File: src/rtl/core/gsr_pkg.sv
`default_nettype none

package gsr_pkg;

  // Geometry of the label and the glyph.
  localparam int MAX_COLUMNS  = 32;
  localparam int GLYPH_ROWS   = 16;

  // Fixed field widths.
  localparam int ROW_PIX      = 16;
  localparam int PIX_PER_WORD = 8;
  localparam int NIB_W        = 4;
  localparam int ROW_W        = 4;
  localparam int COL_W        = 6;
  localparam int OFF_W        = 10;
  localparam int WORD_W       = 32;
  localparam int LIMIT_W      = 7;
  localparam int CFG_IDX_W    = 2;
  localparam int CFG_DATA_W   = 6;
  localparam int CNT_W        = 2;

  // Configuration register indexes.
  typedef enum logic [CFG_IDX_W-1:0] {
    REG_FG_COLOR     = 2'd0,
    REG_SHADOW_COLOR = 2'd1,
    REG_LABEL_LENGTH = 2'd2
  } gsr_cfg_reg_t;

  // One result word as it waits in the output buffer.
  typedef struct packed {
    logic [OFF_W-1:0]  word_offset;
    logic [WORD_W-1:0] pixel_word;
    logic [COL_W-1:0]  columns_used;
    logic              last;
  } gsr_word_t;

  // Status of the output buffer as seen by the row control.
  typedef struct packed {
    logic [CNT_W-1:0] count;
    logic             take_ok;
  } gsr_q_stat_t;

endpackage

`default_nettype wire

File: src/rtl/core/gsr_lane.sv
`default_nettype none

module gsr_lane (
  input  logic                      pix_bit,
  input  logic                      shade_bit,
  input  logic [gsr_pkg::NIB_W-1:0] fg_color,
  input  logic [gsr_pkg::NIB_W-1:0] shadow_color,
  output logic [gsr_pkg::NIB_W-1:0] nibble
);
  import gsr_pkg::*;

  // A set pixel wins over its shadow; everything else is background.
  always_comb begin
    if (pix_bit) begin
      nibble = fg_color;
    end else if (shade_bit) begin
      nibble = shadow_color;
    end else begin
      nibble = '0;
    end
  end

endmodule

`default_nettype wire

File: src/rtl/core/gsr_out_queue.sv
`default_nettype none

module gsr_out_queue (
  input  logic                      clk,
  input  logic                      rst_n,
  input  logic                      push,
  input  logic [gsr_pkg::CNT_W-1:0] push_n,
  input  gsr_pkg::gsr_word_t        push_w0,
  input  gsr_pkg::gsr_word_t        push_w1,
  input  logic                      pop_ready,
  output logic                      head_valid,
  output gsr_pkg::gsr_word_t        head,
  output gsr_pkg::gsr_q_stat_t      stat
);
  import gsr_pkg::*;

  logic [CNT_W-1:0] count_r, count_nxt;
  gsr_word_t        head_r, head_nxt;
  gsr_word_t        tail_r, tail_nxt;
  logic             pop;

  assign head_valid   = (count_r != '0);
  assign head         = head_r;
  assign pop          = head_valid && pop_ready;
  assign stat.count   = count_r;
  // A new row is taken only when the buffer is empty by the end of this cycle.
  assign stat.take_ok = (count_r == '0) || ((count_r == CNT_W'(1)) && pop_ready);

  // A push always lands in an emptied buffer, so it simply overwrites both slots.
  always_comb begin
    count_nxt = count_r;
    head_nxt  = head_r;
    tail_nxt  = tail_r;
    if (push) begin
      count_nxt = push_n;
      head_nxt  = push_w0;
      tail_nxt  = push_w1;
    end else if (pop) begin
      count_nxt = count_r - CNT_W'(1);
      head_nxt  = tail_r;
    end
  end

  always_ff @(posedge clk) begin
    if (!rst_n) begin
      count_r <= '0;
    end else begin
      count_r <= count_nxt;
    end
    head_r <= head_nxt;
    tail_r <= tail_nxt;
  end

endmodule

`default_nettype wire

File: src/rtl/core/glyph_row_shadow_rasterizer.sv
`default_nettype none

// Glyph row shadow rasterizer. Each accepted row of a 1-bit glyph comes out as
// one 32-bit word of eight 4-bit pixels for a narrow glyph, or two words (left
// half first) for a wide one, with the word offset in the tile area and the
// label column in use. The first word is offered the cycle after the row is
// accepted. Sixteen pixel lanes shade the whole row at once, and a two-word
// output buffer feeds the output port one word per cycle while out_ready is
// high, so that port is what sets the rate. Rows that produce nothing
// (stopped label, glyph that does not fit) push no words.
// Configuration writes are taken at once and must only be made while idle.
module glyph_row_shadow_rasterizer (
  input  logic                           clk,
  input  logic                           rst_n,
  input  logic                           cfg_we,
  input  logic [gsr_pkg::CFG_IDX_W-1:0]  cfg_index,
  input  logic [gsr_pkg::CFG_DATA_W-1:0] cfg_data,
  input  logic                           in_valid,
  output logic                           in_ready,
  input  logic [gsr_pkg::ROW_PIX-1:0]    in_row_bits,
  input  logic                           in_wide,
  input  logic [gsr_pkg::ROW_W-1:0]      in_row,
  input  logic                           in_new_label,
  output logic                           out_valid,
  input  logic                           out_ready,
  output logic [gsr_pkg::OFF_W-1:0]      out_word_offset,
  output logic [gsr_pkg::WORD_W-1:0]     out_pixel_word,
  output logic [gsr_pkg::COL_W-1:0]      out_columns_used,
  output logic                           out_last
);
  import gsr_pkg::*;

  localparam logic [ROW_W:0]   ROWS_V     = (ROW_W+1)'(GLYPH_ROWS);
  localparam logic [ROW_W-1:0] LAST_ROW_V = ROW_W'(GLYPH_ROWS - 1);
  localparam logic [LIMIT_W-1:0] MAX_COL_V = LIMIT_W'(MAX_COLUMNS);

  // Configuration and row state.
  logic [NIB_W-1:0]   fg_r;
  logic [NIB_W-1:0]   sh_r;
  logic [COL_W-1:0]   label_len_r;
  logic [ROW_PIX-1:0] prev_r, prev_nxt;
  logic [COL_W-1:0]   column_r, column_nxt;
  logic               stopped_r, stopped_nxt;

  logic               in_accept;
  logic [COL_W-1:0]   col_eff;
  logic               stop_eff;
  logic               row_ok;
  logic               row_zero;
  logic [LIMIT_W-1:0] limit;
  logic               fits;
  logic               active;
  logic               emit;
  logic [ROW_PIX-1:0] bits_m;
  logic [ROW_PIX-1:0] prev_use;
  logic [ROW_PIX-1:0] shade;
  logic [LIMIT_W-1:0] col_sum;
  logic [OFF_W-1:0]   base_off;
  logic [CNT_W-1:0]   push_n;
  logic [NIB_W-1:0]   nib [ROW_PIX];
  logic [WORD_W-1:0]  pix_lo;
  logic [WORD_W-1:0]  pix_hi;
  gsr_word_t          w0, w1, head;
  gsr_q_stat_t        q_stat;

  assign in_ready  = q_stat.take_ok;
  assign in_accept = in_valid && in_ready;

  // A new label clears column and stop before the row is looked at.
  always_comb begin
    col_eff  = in_new_label ? '0 : column_r;
    stop_eff = in_new_label ? 1'b0 : stopped_r;
    row_ok   = ({1'b0, in_row} < ROWS_V);
    row_zero = (in_row == '0);
    limit    = ((LIMIT_W'(label_len_r) > MAX_COL_V) ? MAX_COL_V : LIMIT_W'(label_len_r));
    fits     = ((LIMIT_W'(col_eff) + LIMIT_W'(in_wide)) < limit);
    active   = !stop_eff && row_ok;
    emit     = active && (!row_zero || fits);
    bits_m   = in_wide ? in_row_bits
                       : {(ROW_PIX-PIX_PER_WORD)'(0), in_row_bits[PIX_PER_WORD-1:0]};
    prev_use = row_zero ? '0 : prev_r;
    shade    = ((bits_m | prev_use) << 1) | prev_use;
    push_n   = emit ? (in_wide ? CNT_W'(2) : CNT_W'(1)) : '0;
    col_sum  = LIMIT_W'(col_eff) + LIMIT_W'(1) + LIMIT_W'(in_wide);
  end

  // One lane per pixel of the row.
  for (genvar i = 0; i < ROW_PIX; i++) begin : g_lane
    gsr_lane u_lane (
      .pix_bit      (bits_m[i]),
      .shade_bit    (shade[i]),
      .fg_color     (fg_r),
      .shadow_color (sh_r),
      .nibble       (nib[i])
    );
  end

  // Merge the lanes into the left and right words.
  for (genvar j = 0; j < PIX_PER_WORD; j++) begin : g_merge
    assign pix_lo[j*NIB_W +: NIB_W] = nib[j];
    assign pix_hi[j*NIB_W +: NIB_W] = nib[j+PIX_PER_WORD];
  end

  // Offset: column*8 + half*8 + upper tile row*256 + row within the tile.
  always_comb begin
    base_off = OFF_W'({col_eff, 3'b000}) + OFF_W'({in_row[ROW_W-1], 8'b0000_0000})
             + OFF_W'(in_row[ROW_W-2:0]);
    w0.word_offset  = base_off;
    w0.pixel_word   = pix_lo;
    w0.columns_used = col_eff;
    w0.last         = !in_wide;
    w1.word_offset  = base_off + OFF_W'(PIX_PER_WORD);
    w1.pixel_word   = pix_hi;
    w1.columns_used = col_eff;
    w1.last         = 1'b1;
  end

  // Row state after this row: stop on a misfit, advance the column after the last row.
  always_comb begin
    column_nxt  = col_eff;
    stopped_nxt = stop_eff;
    prev_nxt    = prev_r;
    if (active) begin
      if (row_zero) begin
        prev_nxt = '0;
      end
      if (row_zero && !fits) begin
        stopped_nxt = 1'b1;
      end else begin
        prev_nxt = bits_m;
        if (in_row == LAST_ROW_V) begin
          column_nxt = col_sum[LIMIT_W-1] ? '1 : col_sum[COL_W-1:0];
        end
      end
    end
  end

  always_ff @(posedge clk) begin
    if (!rst_n) begin
      fg_r        <= NIB_W'(1);
      sh_r        <= NIB_W'(2);
      label_len_r <= COL_W'(32);
      prev_r      <= '0;
      column_r    <= '0;
      stopped_r   <= 1'b0;
    end else begin
      if (cfg_we) begin
        case (cfg_index)
          REG_FG_COLOR:     fg_r        <= cfg_data[NIB_W-1:0];
          REG_SHADOW_COLOR: sh_r        <= cfg_data[NIB_W-1:0];
          REG_LABEL_LENGTH: label_len_r <= cfg_data[COL_W-1:0];
          default: ;
        endcase
      end
      if (in_accept) begin
        prev_r    <= prev_nxt;
        column_r  <= column_nxt;
        stopped_r <= stopped_nxt;
      end
    end
  end

  gsr_out_queue u_out_queue (
    .clk        (clk),
    .rst_n      (rst_n),
    .push       (in_accept),
    .push_n     (push_n),
    .push_w0    (w0),
    .push_w1    (w1),
    .pop_ready  (out_ready),
    .head_valid (out_valid),
    .head       (head),
    .stat       (q_stat)
  );

  assign out_word_offset  = head.word_offset;
  assign out_pixel_word   = head.pixel_word;
  assign out_columns_used = head.columns_used;
  assign out_last         = head.last;

  // The buffer never holds more than the two words of one row.
  a_count_range: assert property (@(posedge clk) disable iff (!rst_n)
    q_stat.count != CNT_W'(3))
    else $error("output buffer count out of range");

  // A word that is not the last of its row always has its partner queued behind it.
  a_head_partner: assert property (@(posedge clk) disable iff (!rst_n)
    out_valid && !out_last |-> q_stat.count == CNT_W'(2))
    else $error("left half offered without right half queued");

  // A wide row that produces words offers its left half next.
  a_wide_first: assert property (@(posedge clk) disable iff (!rst_n)
    in_accept && push_n == CNT_W'(2) |=> out_valid && !out_last)
    else $error("wide row did not offer its left half first");

  // Column and stop state move only when a row is taken.
  a_state_hold: assert property (@(posedge clk) disable iff (!rst_n)
    !in_accept |=> $stable(column_r) && $stable(stopped_r))
    else $error("label state changed without an accepted row");

endmodule

`default_nettype wire
File: config.mk
export PLATFORM = sky130hd
export DESIGN_NAME = glyph_row_shadow_rasterizer
export DESIGN_NICKNAME = d
export VERILOG_FILES = /design/src/rtl/core/gsr_pkg.sv /design/src/rtl/core/gsr_lane.sv /design/src/rtl/core/gsr_out_queue.sv /design/src/rtl/core/glyph_row_shadow_rasterizer.sv
export SDC_FILE = /design/constraint.sdc
export NUM_CORES = 1
export LEC_CHECK = 0
export BUFFER_PORTS_ARGS = -buffer_cell sky130_fd_sc_hd__buf_2
export CORE_ASPECT_RATIO = 0.6
export CORE_MARGIN = 4
export CORE_UTILIZATION = 40
export DETAILED_ROUTE_END_ITERATION = 8
export SETUP_SLACK_MARGIN = 0.02
export SLEW_MARGIN = 40
export SYNTH_ARGS = -nofsm -noshare
export SYNTH_HDL_FRONTEND = slang
export SYNTH_SLANG_ARGS = --single-unit
File: constraint.sdc
create_clock -name clk -period 9.7 [get_ports clk]
set_clock_uncertainty 0.1 [all_clocks]
set_input_delay 0.97 -clock clk [delete_from_list [all_inputs] [get_ports clk]]
set_output_delay 0.97 -clock clk [all_outputs]
set_load 0.01 [all_outputs]
==> results of run 1 <==
[registers in the layout (all words and copies together) (netlist names)]
signal	cells
u_out_queue.tail_r	48
column_r	6
prev_r	16
u_out_queue.head	49
u_out_queue.count_r	2
stopped_r	1
label_len_r	6
fg_r	4
sh_r	4
[synth_stat cells, drive strengths merged, types with 12 or more instances]
cell type,instances
nor2,16
inv,19
a22o,32
o21ai,25
mux2i,13
buf,20
clkbuf,24
nand2,102
edfxtp,97
o21a,32
ha,13
o311ai,28
a21oi,12
dfxtp,39
[power by group]
part | internal (mW) | switching (mW)
clock | 0.390 | 0.247
combinational | 0.196 | 0.332
sequential | 0.841 | 0.0487
total | 1.43 | 0.627
[layer usage]
metal | vias to the layer above | global-route usage [%]
li1 | 2335 | -
met1 | 2434 | 28.77
met2 | 225 | 25.28
met3 | 12 | 7.400
met4 | 0 | 4.610
met5 | - | 0
[kinds of logic (layout without fill, tap and decap cells)]
family                     Yosys count  after routing  synth area share [%]
and+or+nand+nor                    171            171                 12.21
DFF                                136            136                 56.76
xor gates and xnor gates             9              9                 1.211
AOI/OAI and AO/OA                  176            176                 21.09
muxes                               14             14                 2.173
buffers and inverters               63            142                 4.057
adders and majority gates           13             13                 2.500
[cell usage in the layout, fill, tap and decap left out, types with 13 or more instances in the layout]
master,count
clkbuf_16,19
o311ai_0,28
mux2i_1,13
nor2_1,16
o21a_1,32
o21ai_0,25
buf_2,85
a22o_1,32
nand2_1,102
dfxtp_1,39
edfxtp_1,97
ha_1,13
inv_1,18
[layout make-up]
class                      instances  share of cell area (%)
clock buffer                      22                   6.498
clock inverter                    10                   1.178
inverter                          19                  0.9493
multi-input combinational        383                   33.42
sequential                       136                   48.31
tap                              203                   3.322
timing repair buffer              91                   6.318
[worst paths after layout]
| path | slack, ns | depth (start not counted) | from | endpoint |
|---|---|---|---|---|
| hold / removal | 0.38 | 2 | prev_r[2] | prev_r[2] |
| setup reg to reg | 6.31 | 11 | u_out_queue.count_r[0] | u_out_queue.head[17] |
| setup / recovery | 6.31 | 11 | u_out_queue.count_r[0] | u_out_queue.head[17] |
| hold reg to reg | 0.38 | 2 | prev_r[2] | prev_r[2] |
[metrics by stage]
stage	hold slack (ns)	power (mW)
2_1_floorplan	0.3448	1.233
3_3_place_gp	0.3529	1.409
3_5_place_dp	0.3729	1.422
4_1_cts	0.3806	2.061
5_1_grt	0.4033	2.169
6_report	0.3780	2.055
[worst max-delay path, stage by stage (launching register included)]
cell and delay (ns):
dfxtp_1 0.33, inv_1 0.07, ha_1 0.24, a21oi_1 0.35, inv_1 0.10, nand2_1 0.08
buf_4 0.33, clkinv_2 0.56, buf_4 0.43, buf_12 0.22, o311ai_0 0.12, o21a_1 0.23
==> results.sh, run 1 <==
export IMPL_status="completed"
export IMPL_synth_nets=630
export IMPL_dpl_cell_area_sq_mm=0.007025
export IMPL_synth_area_leaders="edfxtp_1, dfxtp_1, nand2_1, a22o_1, o311ai_0"
export IMPL_cts_hold_buf=0
export IMPL_place_worst_setup_slack_ns=5.874
export IMPL_layout_nets=696
export IMPL_grt_pass1_vias=4893
export IMPL_yosysWarnings=0
export IMPL_fmax_mhz=295.1
export IMPL_yosysTopAreaCell="edfxtp_1"
export IMPL_worst_slew_margin_rel_pct=47.62
export IMPL_cts_tree="built"
export IMPL_rsz0062_at_grt="no"
export IMPL_cts_inserted_buffers=17
export IMPL_cts_setup_buffers=0
export IMPL_clock_latency_ns=0.41
export IMPL_drcViolationCount=0
export IMPL_cts_root_buf="clkbuf_16"
export IMPL_synthArstFlopShare_pct=0
export IMPL_clk_path_buf_depth=2
export IMPL_post_route_util_pct=48.90
export IMPL_ir_drop_mv=0.1106
export IMPL_fillers=1406
export IMPL_tightestPinTransition_ns=0.7848
export IMPL_end_kind="flip-flop"
export IMPL_routed_wl_met3_microns=1735
export IMPL_final_cell_area_sq_mm=0.007645
export IMPL_dp_hpwl_microns=11960
export IMPL_setup_viol=0
export IMPL_stdcell_count=864
export IMPL_htreeDepth=4
export IMPL_finalCritPeriodShare_pct=34.93
export IMPL_cts_resized=0
export IMPL_wl_per_cell_microns=20.10
export IMPL_drive_gt1_share_pct=21.33
export IMPL_ys_types=54
export IMPL_drt_met1_wl_microns=8499
export IMPL_core_sq_mm=0.01563
export IMPL_grt_pass1_wl_microns=27550
export IMPL_cp_data_arrival_time_ns=3.55
export IMPL_maxCapViolCount=0
export IMPL_syn_instance_count=582
export IMPL_n_antenna_cell=0
export IMPL_worst_slack_ns=6.312
export IMPL_synth_ff_type="edfxtp_1"
export IMPL_worstPathRequired_ns=9.87
export IMPL_leakagePower_nw=2.946
export IMPL_hold_class="flip-flop to flip-flop"
export IMPL_worst_path_max_fanout=62
export IMPL_met2_length_microns=7045
export IMPL_num_io_pins=86
export IMPL_start_kind="flip-flop"
export IMPL_slew_violations=0
export IMPL_placedCellCount=830
export IMPL_multi_input_area_sq_mm=0.002555
export IMPL_regArea_sq_mm=0.003694
export IMPL_min_period_ns=3.388
export IMPL_synth_edf_count=97
export IMPL_antenna_left=0
export IMPL_path_class="flip-flop to flip-flop"
export IMPL_netlist_area_sq_mm=0.006507
export IMPL_routed_top_layer="met4"
export IMPL_dr_total_vias=5006
export IMPL_tns_ns=0
export IMPL_avgSynthCellArea_sq_um=11.18
export IMPL_antenna_found_initial=0
export IMPL_initial_core_util_pct=41.62
export IMPL_grt_max_degree=85
export IMPL_drt_total_wl_microns=17360
export IMPL_drtPass1Iterations=5
export IMPL_synth_seq_area_share_pct=56.76
export IMPL_powerDensity_mw_per_mm2=268.8
export IMPL_clock_sinks=136
export IMPL_synth_seq_cells=136
export IMPL_dr_first_iter_drc_count=478
export IMPL_die_w_microns=172.7
export IMPL_post_drt_via_cell_ratio=5.794
export IMPL_placement_io_buffers=85
export IMPL_synthToLayoutAreaGrowth_pct=17.48
export IMPL_place_congestion=0.9352
export IMPL_synth_top_area_share_pct=44.76
export IMPL_die_h_microns=106.8
export IMPL_grt_total_usage_pct=19.05
export IMPL_cts_clk_slew_worst_paths_ns=0.06
export IMPL_hold_viol=0
export IMPL_grt_overflow=0
export IMPL_rows=35
export IMPL_dieArea_sq_mm=0.01844
Note: power is estimated with default switching activity, not from simulation.
==> run 2, diff against run 1 <==
--- a/config.mk
+++ b/config.mk
@@ -5,6 +5,7 @@
 export SDC_FILE = /design/constraint.sdc
 export NUM_CORES = 1
 export LEC_CHECK = 0
+export ABC_AREA = 1
 export BUFFER_PORTS_ARGS = -buffer_cell sky130_fd_sc_hd__buf_2
 export CORE_ASPECT_RATIO = 0.6
 export CORE_MARGIN = 4
==> constraint.sdc (replaced) <==
create_clock -name clk -period 3.45 [get_ports clk]
set_clock_uncertainty 0.1 [all_clocks]
set_input_delay 0.345 -clock clk [delete_from_list [all_inputs] [get_ports clk]]
set_output_delay 0.345 -clock clk [all_outputs]
set_load 0.01 [all_outputs]
==> run 2 against run 1 <==
  * Final cell count increased by 17%
  * Sequential power grew to 3.0 times the previous value
  * Clock-buffer cell count fell by 2
  * Sequential share of layout area shrank 0.59 points
  * Clock power grew to 2.9 times the previous value
  * Critical endpoint is now prev_r[6]
  * Synthesized cell count increased by 23%
  * Die area rose by 0.38%
  * Largest cell class unchanged
  * Core utilization rose by 0.46 points
  * Via count increased by 11%
  * Register-to-register slack got worse by 5.7 ns
==> results.sh, run 2 <==
export IMPL_netlist_area_sq_mm=0.006534
export IMPL_htreeDepth=4
export IMPL_yosysWarnings=0
export IMPL_post_drt_via_cell_ratio=5.511
export IMPL_layout_nets=842
export IMPL_synth_top_area_share_pct=44.58
export IMPL_dr_total_vias=5566
export IMPL_cts_root_buf="clkbuf_16"
export IMPL_grt_pass1_vias=5144
export IMPL_clock_latency_ns=0.41
export IMPL_whs_endpoint="u_out_queue.tail_r[41]"
export IMPL_tightestPinTransition_ns=0.9208
export IMPL_synth_ff_type="edfxtp_1"
export IMPL_synthArstFlopShare_pct=0
export IMPL_syn_instance_count=717
export IMPL_synth_edf_count=97
export IMPL_rsz0062_at_grt="no"
export IMPL_yosysTopAreaCell="edfxtp_1"
export IMPL_hold_start="in_row[2]"
export IMPL_rrSetupSlack_ns=0.60
export IMPL_synth_seq_cells=136
export IMPL_post_route_util_pct=49.36
export IMPL_grt_overflow=0
export IMPL_rows=35
export IMPL_dpl_cell_area_sq_mm=0.007141
export IMPL_cp_data_arrival_time_ns=3.08
export IMPL_ir_drop_mv=0.2909
export IMPL_synth_area_leaders="edfxtp_1, dfxtp_1, nand2_1, a21oi_1, nand3_1"
export IMPL_r2r_start="column_r[0]"
export IMPL_setup_viol=0
export IMPL_place_worst_setup_slack_ns=0.5580
export IMPL_maxCapViolCount=0
export IMPL_clk_path_buf_depth=2
export IMPL_hold_class="primary input to flip-flop"
export IMPL_die_w_microns=173.0
export IMPL_cts_inserted_buffers=17
export IMPL_finalPower_mw=6.120
export IMPL_dp_hpwl_microns=12210
export IMPL_drt_total_wl_microns=17620
export IMPL_finalCritPeriodShare_pct=82.63
export IMPL_drcViolationCount=0
export IMPL_initial_core_util_pct=41.68
export IMPL_final_common_cell="nand2_1"
export IMPL_holdPathStages=1
export IMPL_grt_pass1_wl_microns=28100
export IMPL_place_congestion=0.9258
export IMPL_n_antenna_cell=0
export IMPL_clock_sinks=136
export IMPL_die_h_microns=107
export IMPL_stdcell_count=1010
export IMPL_cts_hold_buf=0
export IMPL_tns_ns=0
export IMPL_reg2reg_depth=15
export IMPL_final_cell_area_sq_mm=0.007739
export IMPL_ys_types=34
export IMPL_worstPathRequired_ns=3.68
export IMPL_cp_startpoint="column_r[0]"
export IMPL_path_class="flip-flop to flip-flop"
export IMPL_wl_per_cell_microns=17.45
export IMPL_synth_nets=765
export IMPL_core_sq_mm=0.01568
export IMPL_netlist_top_cells_count="nand2_1, a21oi_1, edfxtp_1"
export IMPL_cts_tree="built"
export IMPL_leakagePower_nw=3.135
export IMPL_holdWs_ns=0.04647
export IMPL_min_period_ns=2.851
export IMPL_num_io_pins=86
export IMPL_cts_clk_slew_worst_paths_ns=0.06
export IMPL_fmax_mhz=350.8
export IMPL_status="completed"
export IMPL_largest_reg_flops=49
export IMPL_avgSynthCellArea_sq_um=9.113
export IMPL_grt_total_usage_pct=19.33
export IMPL_drive_gt1_share_pct=16.73
export IMPL_synth_most_common_cell="nand2_1"
export IMPL_placedCellCount=978
export IMPL_r2r_end="prev_r[6]"
export IMPL_grt_max_degree=60
export IMPL_placement_io_buffers=85
export IMPL_worst_path_max_fanout=19
export IMPL_drtPass1Iterations=6
export IMPL_worst_slew_margin_rel_pct=38.53
export IMPL_cts_resized=0
export IMPL_slew_violations=0
export IMPL_dr_first_iter_drc_count=516
export IMPL_antenna_found_initial=0
export IMPL_powerDensity_mw_per_mm2=790.9
export IMPL_final_cell_mix="nand2_1, a21oi_1, edfxtp_1"
export IMPL_start_kind="flip-flop"
export IMPL_hold_viol=0
export IMPL_dieArea_sq_mm=0.01851
export IMPL_end_kind="flip-flop"
export IMPL_worst_slack_ns=0.5993
export IMPL_synthToLayoutAreaGrowth_pct=18.44
export IMPL_antenna_left=0
export IMPL_cts_setup_buffers=0
export IMPL_synth_seq_area_share_pct=56.53
[run 2: changes by cell type in the layout (fill, tap and decap cells not counted), sizes merged, moves of 13 or more]
cell    change
a21oi      +87
nand3      +83
o21ai      +45
nand2      +38
nor2       +37
inv        +34
a22o       -32
o21a       -32
o311ai     -28
mux2i      -13
[run 2: worst max path at each step]
stage | endpoint | slack (ns) | cells after the start
after global routing | prev_r[6] | 0.32 | 15
after detailed placement | prev_r[6] | 0.56 | 15
after CTS | prev_r[6] | 0.64 | 15
final | prev_r[6] | 0.60 | 15
after global placement | prev_r[8] | 0.75 | 15
after floorplan | u_out_queue.count_r[0] | 0.85 | 6
[run 2: layout make-up]
cell class | instances | area, sq um
timing repair buffer | 90 | 488.0
multi-input combinational | 495 | 2500
sequential | 136 | 3694
clock buffer | 20 | 446.7
tap | 203 | 254.0
inverter | 54 | 205.2
fill | 1490 | 7939
clock inverter | 12 | 151.4
[run 2: worst max-delay path, cell delays in order, from the launching register on]
cell and delay (ns):
dfxtp_1 0.30, inv_1 0.05, nor2_1 0.08, buf_4 0.17, ha_1 0.24, ha_1 0.26
nand2_1 0.11, xor2_1 0.16, ha_1 0.31, a21oi_1 0.13, o21bai_1 0.08, a31oi_1 0.18
nand2_1 0.11, nand2_4 0.20, nand3_1 0.13, a21oi_1 0.16
[run 2: cell families (layout without fill, tap and decap cells)]
logic type	after synthesis	count (layout)	share of synthesized area, %
and+or+nand+nor	296	296	20.49
AOI/OAI and AO/OA	176	176	13.73
adders and majority gates	13	13	2.490
DFF	136	136	56.53
buffers and inverters	86	176	5.419
xor gates and xnor gates	10	10	1.341
[run 2: routing by layer]
metal | GRT usage (%) | vias to the layer above | part of all wire (%)
met5 | 0 | - | 0
met4 | 4.326 | 0 | 0.60
met3 | 5.497 | 11 | 10
met2 | 26.90 | 283 | 40
met1 | 29.59 | 2619 | 49
li1 | - | 2653 | -
[run 2: report_power, final]
part           total, mW  switching (mW)  internal, mW
Clock               1.85           0.695          1.15
Sequential          2.63           0.177          2.46
Combinational       1.64            1.10         0.535
Total               6.12            1.98          4.15
